===== src/bce_pkg.sv =====
// Shared types and constants for the cross-shaped binary erosion block.
// No dependencies; used by binary_cross_erosion, bce_queue_cell, bce_out_stage and the bench.
package bce_pkg;

    localparam int CFG_W     = 11;   // configuration word width
    localparam int COUNT_W   = 21;   // white pixel count, kept modulo 2^21
    localparam int CFG_RESET = 950;  // reset value of both image edges
    localparam int MIN_EDGE  = 3;    // smallest image edge in use
    localparam int IN_DATA_W  = 8;
    localparam int OUT_DATA_W = 24;

    typedef enum logic {
        CMD_PIXEL = 1'b0,
        CMD_DRAIN = 1'b1
    } cmd_t;

    typedef enum logic {
        REG_IMAGE_WIDTH  = 1'b0,
        REG_IMAGE_HEIGHT = 1'b1
    } reg_idx_t;

    // One pending pixel: its own value and the pixel one row above it
    typedef struct packed {
        logic pix;
        logic up;
    } entry_t;

    // Broadcast to every queue cell
    typedef struct packed {
        logic push;
        logic pop;
        logic clear;
    } queue_ctl_t;

    typedef struct packed {
        logic                eroded;
        logic                last;
        logic [COUNT_W-1:0]  count;
    } result_t;

endpackage


===== src/bce_queue_cell.sv =====
// One cell of the pending-pixel queue: shift-register FIFO, head at cell 0.
// Uses bce_pkg (entry_t, queue_ctl_t).
module bce_queue_cell (
    input  logic                aclk,
    input  logic                aresetn,
    input  bce_pkg::queue_ctl_t ctl,
    input  bce_pkg::entry_t     new_entry,
    input  logic                prev_valid,
    input  logic                next_valid,
    input  bce_pkg::entry_t     next_entry,
    output logic                valid,
    output bce_pkg::entry_t     entry
);

    logic            valid_reg, valid_next;
    bce_pkg::entry_t entry_reg, entry_next;

    always_comb begin
        valid_next = valid_reg;
        entry_next = entry_reg;
        if (ctl.clear) begin
            valid_next = 1'b0;
        end else if (ctl.pop && ctl.push) begin
            // shift up; the tail cell takes the new word
            if (next_valid) begin
                entry_next = next_entry;
            end else if (valid_reg) begin
                entry_next = new_entry;
            end
        end else if (ctl.pop) begin
            valid_next = next_valid;
            entry_next = next_entry;
        end else if (ctl.push) begin
            if (!valid_reg && prev_valid) begin
                valid_next = 1'b1;
                entry_next = new_entry;
            end
        end
    end

    always_ff @(posedge aclk) begin
        if (!aresetn) begin
            valid_reg <= 1'b0;
        end else begin
            valid_reg <= valid_next;
        end
    end

    always_ff @(posedge aclk) begin
        entry_reg <= entry_next;
    end

    assign valid = valid_reg;
    assign entry = entry_reg;

endmodule


===== config.mk =====
export PLATFORM = sky130hd
export DESIGN_NAME = bce_queue_cell
export DESIGN_NICKNAME = d
export VERILOG_FILES = /design/src/bce_pkg.sv /design/src/bce_queue_cell.sv
export SDC_FILE = /design/constraint.sdc
export NUM_CORES = 1
export LEC_CHECK = 0
export ABC_AREA = 1
export BUFFER_PORTS_ARGS = -buffer_cell sky130_fd_sc_hd__buf_4
export CORE_AREA = 2 2 39 41
export DETAILED_ROUTE_END_ITERATION = 6
export DIE_AREA = 0 0 41 43
export SKIP_LAST_GASP = 1
export SYNTH_ARGS = -nofsm -noshare
export SYNTH_HDL_FRONTEND = slang
export SYNTH_SLANG_ARGS = --single-unit

===== constraint.sdc =====
create_clock -name aclk -period 1 [get_ports aclk]
set_input_delay 0.05 -clock aclk [delete_from_list [all_inputs] [get_ports aclk]]
set_output_delay 0.05 -clock aclk [all_outputs]
set_load 0.005 [all_outputs]

; Word level (Yosys, flattened, before mapping)
; Cells that the tools add are included.
[word_totals]
regBits = 3
inputBits = 11
[op_classes]
eq_ne = 1
n_mux = 9
n_bitwise = 3
n_reduce_logical = 10
[ops]
columns = op, n
row1 = $mux W2, 6
row2 = $reduce_bool A3 Y1, 2
row3 = $reduce_and A4 Y1, 1
row4 = $reduce_bool A2 Y1, 2
row5 = $mux W1, 3
row6 = $ne A3 B3 Y1 const B, 1
row7 = $not A1 Y1, 3
row8 = $reduce_and A3 Y1, 1
row9 = $logic_and A1 B1 Y1, 2
row10 = $reduce_or A2 Y1, 1
row11 = $logic_not A1 Y1, 1

; Logic depth before layout (Yosys ltp)
[logic_depth]
word_depth = 6
mapped_depth = 5
mapped_depth_nobuf = 5

; Worst setup path before layout
; Ideal clock, no wire load.
[synth_path]
kind = reg-to-reg
from = register valid_reg (netlist: valid)
to = register entry_reg, in the netlist entry[0] (enable)
setup_time_ps = 309
t_arrival_ps = 684
required_time_ps = 691
path_slack_ps = 7
path_stages_with_launch = 6
cell_sequence = dfxtp_1 -> inv_1 -> nand3_1 -> nand2_1 -> inv_1 -> nor2_1
[synth_via]
elab_chain_len = 4
elab_cells_between_ends = 5
classes_between = 1 x eq/ne / 4 x reduce/logical
[synth_rtl]
columns = item, line
row1 = from (decl), bce_queue_cell.sv:15  ; logic valid_reg, valid_next;
row2 = from (signal assigned), bce_queue_cell.sv:45  ; valid_reg <= valid_next;
row3 = $logic_not A1 Y1, bce_queue_cell.sv:34  ; if (!valid_reg && prev_valid) begin
row4 = $logic_and A1 B1 Y1, bce_queue_cell.sv:34
row5 = $reduce_bool A3 Y1 (no source line), n/a
row6 = $reduce_and A4 Y1 (no source line) *, n/a
row7 = to (signal assigned), bce_queue_cell.sv:50  ; entry_reg <= entry_next;
row8 = to (decl), bce_queue_cell.sv:16  ; bce_pkg::entry_t entry_reg, entry_next;
; Every way passes the cells marked *; elsewhere a longest branch is shown, timed or not.
; A chain may end at the register's enable or synchronous reset.

; Final worst setup path
; Ends and elaborated chain as after synthesis.

==> results.json <==
{
  "finalNonFillerCells": 63,
  "drive_above_1_share": 0.553,
  "die_w_um": 41,
  "layout_min_cycle_time_ps": 954,
  "drt_first_pass_iters": 1,
  "grt_overflow_total": 0,
  "seqPwrFrac": 0.320,
  "p_switching_uw": 109,
  "fin_util": 0.262,
  "vias": 238,
  "slew_violations": 0,
  "path_class": "flip-flop to flip-flop",
  "ys_types": 10,
  "drt-initial-drc-count": 0,
  "cts_tree": "done",
  "ant_nets": 0,
  "area_growth_pct": 85.9,
  "startpoint": "valid",
  "route.detailed.drc": 0,
  "reg2reg_to": "entry[0]",
  "synthCells": 29,
  "worstSetupEndpointType": "flip-flop",
  "post-cts-setup-buffers": 0,
  "syn-cell-area_um2": 195,
  "vias_per_cell": 3.78,
  "start_util": 0.141,
  "critPathRequiredTime_ps": 940,
  "max-vdd-ir-drop_v": 0.000300,
  "ff2ff_path_depth": 5,
  "hold_path.class": "primary input to flip-flop",
  "finalHoldViolCount": 0,
  "wl_per_cell_um": 7.25,
  "clock.fmax_mhz": 1050,
  "rsz0062_at_grt": "no",
  "worstPathArrival_ps": 900,
  "netlist.area_leader.share": 0.308,
  "relSlewSlack": 0.919,
  "maxCapViolCount": 0,
  "wl_um": 457,
  "swShare": 0.240,
  "hold_start": "ctl[0]",
  "endpoint": "entry[0]",
  "ctsHoldBuffers": 0,
  "yosysWarnings": 0,
  "grt_usage": 0.0653,
  "diodes": 0,
  "clkSlewWorstSetupHoldPaths_ps": 40,
  "ys_ff_latch": 3,
  "min_period_over_period": 0.954,
  "cts-buffers-inserted": 3,
  "clock_latency_ps": 230,
  "clockPowerShare": 0.469,
  "grt_pass1_wl_um": 738,
  "finClkSkew_ps": 4.01,
  "h-tree-depth": 1,
  "grt_max_degree": 6,
  "synthTopCellsByArea": "edfxtp_1 31%, nor2_1 19%, inv_1 12%",
  "path_max_fanout": 3,
  "worst_slew_pin_slew_ps": 122,
  "p_comb_frac": 0.212,
  "dpl.cell_count": 59,
  "p_leak_nw": 0.183,
  "setup_viol_count_final": 0,
  "die_h_um": 43,
  "port_buffers": 13,
  "grt_pass1_vias": 242,
  "dpl.hpwl_um": 397,
  "largest_register_ff_count": 2,
  "cts_buffer_depth": 2,
  "synth.avg_cell_area_um2": 6.73,
  "rows": 14,
  "io_pins": 14,
  "synth_seq_area_share": 0.410,
  "outcome": "finished clean",
  "start_kind": "flip-flop",
  "place_area_um2": 320,
  "fillCellCount": 166,
  "fin_area_um2": 363,
  "yosys.area.top_type": "edfxtp_1",
  "r2r-start": "valid",
  "fin_nets": 59,
  "clock-sinks": 3,
  "hold_slack_ps": 76.7,
  "internal_power_uw": 346,
  "die-area_um2": 1760,
  "regToRegSetupSlack_ps": 50,
  "core_area_um2": 1380,
  "synth_nets": 40,
  "place_congestion": 0.779,
  "antenna_found_initial": 0,
  "cellPowerDensity_nw_per_um2": 1250,
  "cts-root-buf": "clkbuf_4"
}
## how the worst min path moves through the flow
stage	end	slack, ps	cells past startpoint
final	valid	80	4
after global routing	valid	100	4
after CTS	valid	90	4
after detailed placement	valid	330	4
after global placement	valid	330	4
after floorplan	valid	220	3
## area by class of cell
class                      count  area, µm²  share of cell area
timing repair buffer          14        105               0.290
multi-input combinational     19        104               0.286
clock buffer                   4       26.3              0.0724
inverter                       7       26.3              0.0724
tap                           16       20.0              0.0552
sequential                     3       81.3               0.224
## placed cells by master, fill, tap and decap left out, types with 2 or more instances in the layout
master     n
nor2_1     9
nand3_1    3
buf_4     14
inv_2      3
edfxtp_1   2
clkbuf_4   3
inv_1      4
## cell families (layout without fill, tap and decap cells)
kind of cell / after synthesis / after routing / share of synthesized area
AOI/OAI and AO/OA: 2 / 2 / 0.0898
buffers and inverters: 7 / 25 / 0.135
DFF: 3 / 3 / 0.410
and+or+nand+nor: 17 / 17 / 0.365
## per-layer routing
metal  wire length, µm  vias up  track usage
met5                 0        -            0
met4                10        0       0.0600
met3                47        2       0.0314
met2               237        9        0.103
met1               161      102       0.0547
li1                  -      125            -
## stage by stage
stage | setup slack (ps) | TNS (ps) | total power [mW]
after detailed placement | -38.2 | -76.3 | 0.236
after global placement | -0.753 | -1.50 | 0.235
after global routing | 17.0 | 0 | 0.486
final | 45.7 | 0 | 0.455
after CTS | 13.4 | 0 | 0.452
after floorplan | 6.85 | 0 | 0.181
## what timing repair did
item	CTS	global route
pin swaps	1	2
resized for setup	1	6
endpoints found under the setup margin	2	2
cloned	0	0
hold endpoints to repair	0	0
## worst max-delay path: stages, from the launching register on
cell and delay, ps:
dfxtp_2 310, inv_2 60, nand3_2 60, nand2_2 80, inv_2 40, nor2_4 100
## cell usage after synthesis
cell and instances:
inv_2 1, nand3_1 4, o21ai_2 1, dfxtp_1 1, inv_1 6, nand4_1 1, a21oi_2 1, nor2_1 10
nand2_1 2, edfxtp_1 2
## power by group through the flow
stage | Combinational (mW) | Sequential [mW] | Clock (mW)
after floorplan | 0.0333 | 0.148 | 0
after global placement | 0.0888 | 0.146 | 0
after detailed placement | 0.0890 | 0.147 | 0
after CTS | 0.0907 | 0.145 | 0.216
after global routing | 0.108 | 0.146 | 0.233
final | 0.0962 | 0.145 | 0.213
No activity file was read; power rests on OpenSTA's default activity.
