**src/bce_pkg.sv**
```systemverilog
// Shared types and constants for the cross-shaped binary erosion block.
// No dependencies; used by binary_cross_erosion, bce_queue_cell, bce_out_stage and the bench.
package bce_pkg;

    localparam int CFG_W     = 11;   // configuration word width
    localparam int COUNT_W   = 21;   // white pixel count, kept modulo 2^21
    localparam int CFG_RESET = 950;  // reset value of both image edges
    localparam int MIN_EDGE  = 3;    // smallest image edge in use
    localparam int IN_DATA_W  = 8;
    localparam int OUT_DATA_W = 24;

    typedef enum logic {
        CMD_PIXEL = 1'b0,
        CMD_DRAIN = 1'b1
    } cmd_t;

    typedef enum logic {
        REG_IMAGE_WIDTH  = 1'b0,
        REG_IMAGE_HEIGHT = 1'b1
    } reg_idx_t;

    // One pending pixel: its own value and the pixel one row above it
    typedef struct packed {
        logic pix;
        logic up;
    } entry_t;

    // Broadcast to every queue cell
    typedef struct packed {
        logic push;
        logic pop;
        logic clear;
    } queue_ctl_t;

    typedef struct packed {
        logic                eroded;
        logic                last;
        logic [COUNT_W-1:0]  count;
    } result_t;

endpackage

```
**src/bce_out_stage.sv**
```systemverilog
// Output register with a skid slot; ready towards the input is registered.
// Uses bce_pkg (result_t).
module bce_out_stage (
    input  logic             aclk,
    input  logic             aresetn,
    input  logic             in_valid,
    output logic             in_ready,
    input  bce_pkg::result_t in_result,
    output logic             out_valid,
    input  logic             out_ready,
    output bce_pkg::result_t out_result
);

    logic             main_valid_reg, main_valid_next;
    logic             skid_valid_reg, skid_valid_next;
    bce_pkg::result_t main_reg, main_next;
    bce_pkg::result_t skid_reg, skid_next;
    logic             taken;

    assign taken = main_valid_reg & out_ready;

    always_comb begin
        main_valid_next = main_valid_reg;
        skid_valid_next = skid_valid_reg;
        main_next       = main_reg;
        skid_next       = skid_reg;
        if (skid_valid_reg) begin
            if (taken) begin
                main_next       = skid_reg;
                skid_valid_next = 1'b0;
            end
        end else if (!main_valid_reg || taken) begin
            main_valid_next = in_valid;
            if (in_valid) begin
                main_next = in_result;
            end
        end else if (in_valid) begin
            skid_valid_next = 1'b1;
            skid_next       = in_result;
        end
    end

    always_ff @(posedge aclk) begin
        if (!aresetn) begin
            main_valid_reg <= 1'b0;
            skid_valid_reg <= 1'b0;
        end else begin
            main_valid_reg <= main_valid_next;
            skid_valid_reg <= skid_valid_next;
        end
    end

    always_ff @(posedge aclk) begin
        main_reg <= main_next;
        skid_reg <= skid_next;
    end

    assign in_ready   = ~skid_valid_reg;
    assign out_valid  = main_valid_reg;
    assign out_result = main_reg;

endmodule

```
**config.mk**
```make
export PLATFORM = sky130hd
export DESIGN_NAME = bce_out_stage
export DESIGN_NICKNAME = d
export VERILOG_FILES = /design/src/bce_pkg.sv /design/src/bce_out_stage.sv
export SDC_FILE = /design/constraint.sdc
export NUM_CORES = 1
export LEC_CHECK = 0
export BUFFER_PORTS_ARGS = -buffer_cell sky130_fd_sc_hd__buf_2
export CAP_MARGIN = 20
export CORE_UTILIZATION = 35
export DETAILED_ROUTE_END_ITERATION = 12
export SYNTH_ARGS = -nofsm -noshare
export SYNTH_HDL_FRONTEND = slang
export SYNTH_SLANG_ARGS = --single-unit
```
**constraint.sdc**
```tcl
create_clock -name aclk -period 6.75 [get_ports aclk]
set_input_delay 1.35 -clock aclk [delete_from_list [all_inputs] [get_ports aclk]]
set_output_delay 1.35 -clock aclk [all_outputs]
set_load 0.01 [all_outputs]
```
# Word level (Yosys, flattened, before mapping)
# Cells that the tools add are included.
classes:
  eq_ne: 1
  n_mux: 8
  bitwise_logic: 3
  reduce_logical: 7
ops:
  columns: ["cell", "count"]
  rows:
  - ["$mux W23", 4]
  - ["$reduce_and A3 Y1", 2]
  - ["$mux W1", 4]
  - ["$reduce_bool A2 Y1", 2]
  - ["$ne A2 B1 Y1 const B", 1]
  - ["$not A1 Y1", 2]
  - ["$reduce_and A2 Y1", 1]
  - ["$and A1 B1 Y1", 1]
  - ["$logic_not A1 Y1", 1]
  - ["$logic_or A1 B1 Y1", 1]
totals:
  reg_bits: 48
  input_bits: 27
  elab_cells: 27

# Depth between registers and ports, before layout
# Gate-level depths: netlist (run 1).
depth:
  word_depth: 4
  ltp_mapped: 4
  depth_no_buf: 2

# Least setup slack after synthesis (run 1)
# OpenSTA, ideal clock, no wires.
synth_timing:
  path_type: "input-to-reg"
  start: "input in_valid"
  end: "register main_reg (netlist bit out_result[0]), enable pin"
  t_arrival_ns: 2.573
  t_required_ns: 6.339
  setup_slack_ns: 3.767
  path_stages: 2
  cell_sequence: "mux2i_1 -> a21oi_1"
synth_between:
  elab_chain_len: 2
synth_lines:
  columns: ["item", "line_no", "source"]
  rows:
  - ["start, declared", "bce_out_stage.sv:6", "input logic in_valid,"]
  - ["$reduce_bool A2 Y1 (no line)", null, null]
  - ["$reduce_and A3 Y1 (no line)", null, null]
  - ["end signal, assigned", "bce_out_stage.sv:54", "main_reg <= main_next;"]
  - ["end, declared", "bce_out_stage.sv:16", "bce_pkg::result_t main_reg, main_next;"]
# Every way passes these cells.
# A chain may end at the register's enable or synchronous reset.

# Final worst setup path (run 1)
layout_timing:
  start: "input out_ready"
  end: "register skid_reg[17] (netlist bit), enable pin"
layout_between:
  elab_chain_len: 4
layout_lines:
  columns: ["item", "line_no", "source"]
  rows:
  - ["start, declared", "bce_out_stage.sv:10", "input logic out_ready,"]
  - ["$and A1 B1 Y1", "bce_out_stage.sv:20", "assign taken = main_valid_reg & out_ready;"]
  - ["$logic_or A1 B1 Y1", "bce_out_stage.sv:32", "end else if (!main_valid_reg || taken) begin"]
  - ["$not A1 Y1 (no line)", null, null]
  - ["$reduce_and A3 Y1 (no line)", null, null]
  - ["end signal, assigned", "bce_out_stage.sv:55", "skid_reg <= skid_next;"]
  - ["end, declared", "bce_out_stage.sv:17", "bce_pkg::result_t skid_reg, skid_next;"]
# Every way passes these cells.

==> results.py, run 1 <==
metrics = {
    "sta": {
        "final-setup-viol-count": 0,
        "finalHoldViolCount": 0,
        "post-route-min-period_ns": 2.51,
        "setup_ws_ns": 4.24,
        "rsz0062_at_grt": "no",
        "fin_tns_setup_ns": 0,
        "relSlewSlack_pct": 31.4,
        "fin_worst_skew_ns": 0.0122,
        "finalCritPeriodShare_pct": 37.2,
        "fin_hold_ws_ns": 0.538,
        "maxSlewViolCount": 0,
        "max_freq_mhz": 398,
        "tightest_slew_ns": 1.03,
    },
    "worst_setup_path": {
        "startpoint_type": "primary input",
        "cp-end-kind": "flip-flop",
        "crit_type": "in2reg",
        "critPathTopFamily": "simple AND/OR/NAND/NOR gates",
        "max_stage_delay_ns": 0.89,
        "required_ns": 6.67,
        "slowest_stage": "and4_1",
        "critPathBufInv": 2,
        "crit_fanout": 23,
        "path_cells": "buf_2 > inv_1 > and4_1",
        "cp.arrival_ns": 2.43,
    },
    "status": {
        "status": "finished clean",
    },
    "clock_tree": {
        "clkTransAtPathRegs_ns": 0.09,
        "ctsLongestPathBuffers": 2,
        "cts-root-buf": "clkbuf_8",
        "cts_tree": "done",
        "cts_setup_buffers": 0,
        "cts-buffers-inserted": 5,
        "post_cts_resized": 0,
        "clock_latency_ns": 0.30,
        "cts.sinks": 48,
        "ctsHoldBuffers": 0,
        "h-tree-depth": 2,
    },
    "finish": {
        "area_growth_syn_to_layout_pct": 21.0,
        "num-nets-final": 170,
        "fin_cells": 213,
        "drive_above_1_share_pct": 59.4,
        "antenna_cells": 0,
        "fill_cells": 484,
    },
    "pwr": {
        "p_comb_share_pct": 11.0,
        "p_sw_w": 0.000126,
        "pwr-share-clk_pct": 27.7,
        "seq_power_share_pct": 61.3,
        "irDropWorstVdd_mv": 0.147,
        "power_leakage_nw": 0.869,
        "internal_power_w": 0.000450,
        "power_w": 0.000575,
        "powerDensity_mw_per_mm2": 255,
        "swShare_pct": 21.8,
    },
    "detailed_routing": {
        "routed_wl_mm": 3.01,
        "viasPerCell": 4.48,
        "dr_total_vias": 954,
        "first_iter_violations": 52,
        "drtAntennaViolNets": 0,
        "dr.pass1.iters": 4,
        "drc": 0,
        "wl_per_cell_um": 14.1,
    },
    "floorplanning": {
        "die_w_um": 75.1,
        "initial_core_util_pct": 36.6,
        "die_y_um": 75.1,
        "fp.coreArea_sq_mm": 0.00511,
        "ios": 52,
        "die-area_sq_mm": 0.00563,
        "rows": 26,
    },
    "logic_synthesis": {
        "synth.most_common_cell": "edfxtp_1",
        "synth_fa_ha_area_share_pct": 0,
        "synthXorXnorAreaFrac_pct": 0,
        "synthMuxAreaShare_pct": 17.8,
        "synth_edf_count": 46,
        "postSynthAreaPerCell_sq_um": 21.7,
        "yosysTopAreaCellShare_pct": 73.9,
        "synthTopCellsByArea": "edfxtp_1, mux2_4, mux2_2",
        "yosysTopAreaCell": "edfxtp_1",
        "synth_fp_nets": 113,
        "synth-compound-area-share_pct": 1.21,
        "synthDistinctLibCells": 15,
        "synthCells": 86,
        "async_flop_share_pct": 0,
        "synth_top_family_by_area": "multiplexers",
        "synthFlopType": "edfxtp_1",
        "synth_common_cells": "edfxtp_1, mux2_4, mux2_2, inv_1",
        "synthSimpleGateAreaFrac_pct": 1.54,
        "synth_area_sq_mm": 0.00187,
        "ys_ff_latch": 48,
        "ys_warn_count": 0,
        "yosysSeqAreaShare_pct": 76.1,
    },
    "global_route": {
        "grt_pass1_vias": 960,
        "grt_pass1_wl_mm": 4.71,
        "grt-ovfl-total": 0,
        "grtUsageTotal_pct": 11.9,
        "antenna_found_initial": 0,
        "grt_max_degree": 28,
    },
    "place": {
        "dpl.hpwl_mm": 2.16,
        "dpl.cell_count": 206,
        "globalplace.congestion": 0.666,
        "post-place-ws_ns": 3.88,
        "port_buffers": 51,
    },
    "hold_path": {
        "hp-class": "reg2reg",
    },
    "flow_run": {
        "cap_violations": 0,
    },
}
==> per-layer routing <==
metal  global-route usage (%)  wire (um)
met5                        0          0
met4                     3.77         38
met3                     6.16        268
met1                     14.3       1200
met2                     18.7       1510
==> final timing paths <==
path / startpoint / end / slack (ns) / depth (start not counted)
setup / recovery: out_ready / skid_reg[17]$_DFFE_PP_ / 4.24 / 3
hold / removal: skid_reg[17]$_DFFE_PP_ / out_result[17]$_DFFE_PP_ / 0.54 / 1
setup reg to reg: skid_valid_reg$_SDFF_PN0_ / out_result[15]$_DFFE_PP_ / 4.89 / 4
hold reg to reg: skid_reg[17]$_DFFE_PP_ / out_result[17]$_DFFE_PP_ / 0.54 / 1
==> metrics by stage <==
stage          instance area, sq um  util [%]
5_1_grt                        2260      44.2
6_report                       2260      44.2
3_3_place_gp                   2180      42.7
3_5_place_dp                   2180      42.7
2_1_floorplan                  1870         -
4_1_cts                        2260      44.2
==> layout make-up <==
class,instances,area [sq um],share of cell area (%)
multi-input cells,32,388,17.2
repair buffers,53,270,12.0
clock inverters,2,12.5,0.554
inverters,3,11.3,0.498
clock buffers,5,68.8,3.05
flip-flops and latches,48,1420,62.9
well taps,70,87.6,3.88
==> power by group through the flow <==
stage | Combinational (W) | Sequential, W | Clock (W)
after CTS | 0.0000650 | 0.000353 | 0.000164
after detailed placement | 0.0000650 | 0.000360 | 0
after floorplan | 0.0000325 | 0.000366 | 0
after global routing | 0.0000697 | 0.000355 | 0.000178
after global placement | 0.0000632 | 0.000359 | 0
final | 0.0000634 | 0.000353 | 0.000159
==> layout by cell type (no fill, tap or decap), drive strengths merged <==
| cell type | synthesis | layout |
|---|---|---|
| clkbuf | 0 | 5 |
| dfxtp | 2 | 2 |
| nand2 | 1 | 1 |
| nand3b | 1 | 1 |
| and4 | 1 | 1 |
| and2b | 1 | 1 |
| mux2 | 23 | 23 |
| clkinvlp | 0 | 1 |
| a21oi | 2 | 2 |
| inv | 3 | 3 |
| mux2i | 1 | 1 |
| a211oi | 1 | 1 |
| o21ai | 1 | 1 |
| clkinv | 0 | 1 |
| edfxtp | 46 | 46 |
| buf | 3 | 53 |
==> cell families after synthesis <==
logic type,after synthesis
multiplexers,24
flip-flops,48
AND/OR/NAND/NOR,4
AO/OA/AOI/OAI,4
buffers and inverters,6
Power figures use the tool's default switching activity.
==> run 2: changes to the inputs <==
- clock period: 6.75 -> 2.5 ns (I/O delays scaled with it)
==> run 2 against run 1 <==
  * Register-to-register slack worse by 3.8 ns
  * Final cell count is 1.9% higher
  * Setup slack worse by 3.3 ns
  * Clock-buffer cell count is 1 higher
  * Core utilization is 0.51 points higher
  * Combinational power grew to 2.8 times the previous value
  * Clock skew is 0.0082 ns lower
  * Non-clock buffer count is 4 higher
  * Clock power grew to 2.6 times the previous value
  * Highest routed layer unchanged
==> results.py, run 2 (synthesis results as in run 1) <==
metrics = {
    "finish": {
        "antenna_cells": 0,
        "final_common_cell": "buf_2",
        "area_growth_syn_to_layout_pct": 22.4,
        "design_area_sq_mm": 0.00229,
        "drive_above_1_share_pct": 59.9,
        "final_cell_mix": "buf_2, edfxtp_1, mux2_4",
        "fill_cells": 467,
        "num-nets-final": 174,
    },
    "clock_tree": {
        "ctsHoldBuffers": 0,
        "post_cts_resized": 0,
        "cts_setup_buffers": 0,
        "cts_tree": "done",
        "cts-buffers-inserted": 5,
        "cts-root-buf": "clkbuf_8",
        "clock_latency_ns": 0.29,
        "ctsLongestPathBuffers": 2,
        "cts.sinks": 48,
        "clkTransAtPathRegs_ns": 0.07,
        "h-tree-depth": 2,
    },
    "worst_setup_path": {
        "reg2regPathDepth": 4,
        "slowest_stage": "dfxtp_1",
        "startpoint_type": "flip-flop",
        "max_stage_delay_ns": 0.34,
        "cp_num_cells": 3,
        "path_cells": "buf_4 > inv_1 > buf_2",
        "reg2reg_slack_ns": 1.05,
        "critPathTopFamily": "buffers and inverters",
        "crit_fanout": 16,
        "worstReg2RegEnd": "out_result[1]$_DFFE_PP_",
        "rr_startpoint": "skid_valid_reg$_SDFF_PN0_",
        "required_ns": 2.00,
        "critPathBufInv": 3,
        "crit_type": "reg2out",
        "cp.arrival_ns": 1.11,
        "cp-end-kind": "primary output",
    },
    "pwr": {
        "power_leakage_nw": 0.891,
        "powerDensity_mw_per_mm2": 677,
        "irDropWorstVdd_mv": 0.231,
        "power_w": 0.00155,
    },
    "detailed_routing": {
        "viasPerCell": 4.42,
        "drc": 0,
        "drtAntennaViolNets": 0,
        "dr.pass1.iters": 4,
        "wl_per_cell_um": 13.5,
        "first_iter_violations": 32,
        "dr_total_vias": 960,
        "routed_wl_mm": 2.92,
    },
    "sta": {
        "max_freq_mhz": 621,
        "final-setup-viol-count": 0,
        "finalCritPeriodShare_pct": 64.4,
        "maxSlewViolCount": 0,
        "rsz0062_at_grt": "no",
        "relSlewSlack_pct": 84.4,
        "setup_ws_ns": 0.891,
        "finalHoldViolCount": 0,
        "fin_hold_ws_ns": 0.393,
        "tightest_slew_ns": 0.232,
        "fin_worst_skew_ns": 0.00400,
        "post-route-min-period_ns": 1.61,
        "fin_tns_setup_ns": 0,
    },
    "global_route": {
        "grt_busiest_layer": "met2",
        "antenna_found_initial": 0,
        "grt_pass1_vias": 987,
        "grt_pass1_wl_mm": 4.66,
        "gr-usage-met3_pct": 5.09,
        "grt_max_degree": 19,
        "grt-ovfl-total": 0,
        "grtUsageTotal_pct": 11.9,
        "use_met2_pct": 18.0,
        "grtUsageMet1_pct": 14.6,
    },
    "floorplanning": {
        "initial_core_util_pct": 36.6,
        "die_w_um": 75.1,
        "rows": 26,
        "die_y_um": 75.1,
        "ios": 52,
        "die-area_sq_mm": 0.00563,
        "fp.coreArea_sq_mm": 0.00511,
    },
    "hold_path": {
        "hold_end": "skid_reg[0]$_DFFE_PP_",
        "hp-class": "in2reg",
        "whs_path_depth": 1,
        "min_from": "in_result[0]",
    },
    "place": {
        "port_buffers": 51,
        "place_area_sq_mm": 0.00221,
        "post-place-ws_ns": 1.06,
        "dpl.hpwl_mm": 2.14,
        "globalplace.congestion": 0.675,
    },
    "status": {
        "status": "finished clean",
    },
    "flow_run": {
        "cap_violations": 0,
    },
}
[run 2: cell count changes in the layout (fill, tap and decap cells not counted), sizes merged]
cell | previous run | this run
buf | 53 | 57
clkbuf | 5 | 6
clkinvlp | 1 | 0
[run 2: power breakdown]
group          internal (W)  leakage [nW]  switching (W)
sequential         0.000938         0.447      0.0000128
clock              0.000190        0.0410       0.000230
combinational     0.0000910         0.403      0.0000862
total               0.00122         0.891       0.000329
[run 2: metrics by stage]
stage / utilization (%) / cells
after global placement: 43.2 / 210
after CTS: 44.8 / 217
after detailed placement: 43.2 / 210
after floorplan: - / 86
final: 44.8 / 217
after global routing: 44.8 / 217
[run 2: metal layers]
layer	vias up	wire length (um)	part of all wire [%]
li1	452	-	-
met1	468	1320	45
met2	35	1340	46
met3	5	224	7.7
met4	0	39	1.3
met5	-	0	0
[run 2: final cells by class]
| cell class | count | area, sq um | share of cell area [%] |
|---|---|---|---|
| tap | 70 | 87.6 | 3.83 |
| timing repair buffer | 57 | 300 | 13.1 |
| multi-input combinational | 32 | 388 | 17.0 |
| inverter | 3 | 11.3 | 0.493 |
| clock buffer | 6 | 72.6 | 3.17 |
| clock inverter | 1 | 5.00 | 0.219 |
| sequential | 48 | 1420 | 62.2 |
[run 2: how the worst max path moves through the flow]
stage                         startpoint                       to  slack (ns)
2_1_floorplan  skid_valid_reg$_SDFF_PN0_  out_result[0]$_DFFE_PP_        0.24
3_3_place_gp                   out_ready    skid_reg[1]$_DFFE_PP_        1.09
3_5_place_dp                    in_valid  out_result[1]$_DFFE_PP_        1.06
4_1_cts        skid_valid_reg$_SDFF_PN0_                 in_ready        0.87
5_1_grt        skid_valid_reg$_SDFF_PN0_                 in_ready        0.82
6_report       skid_valid_reg$_SDFF_PN0_                 in_ready        0.89
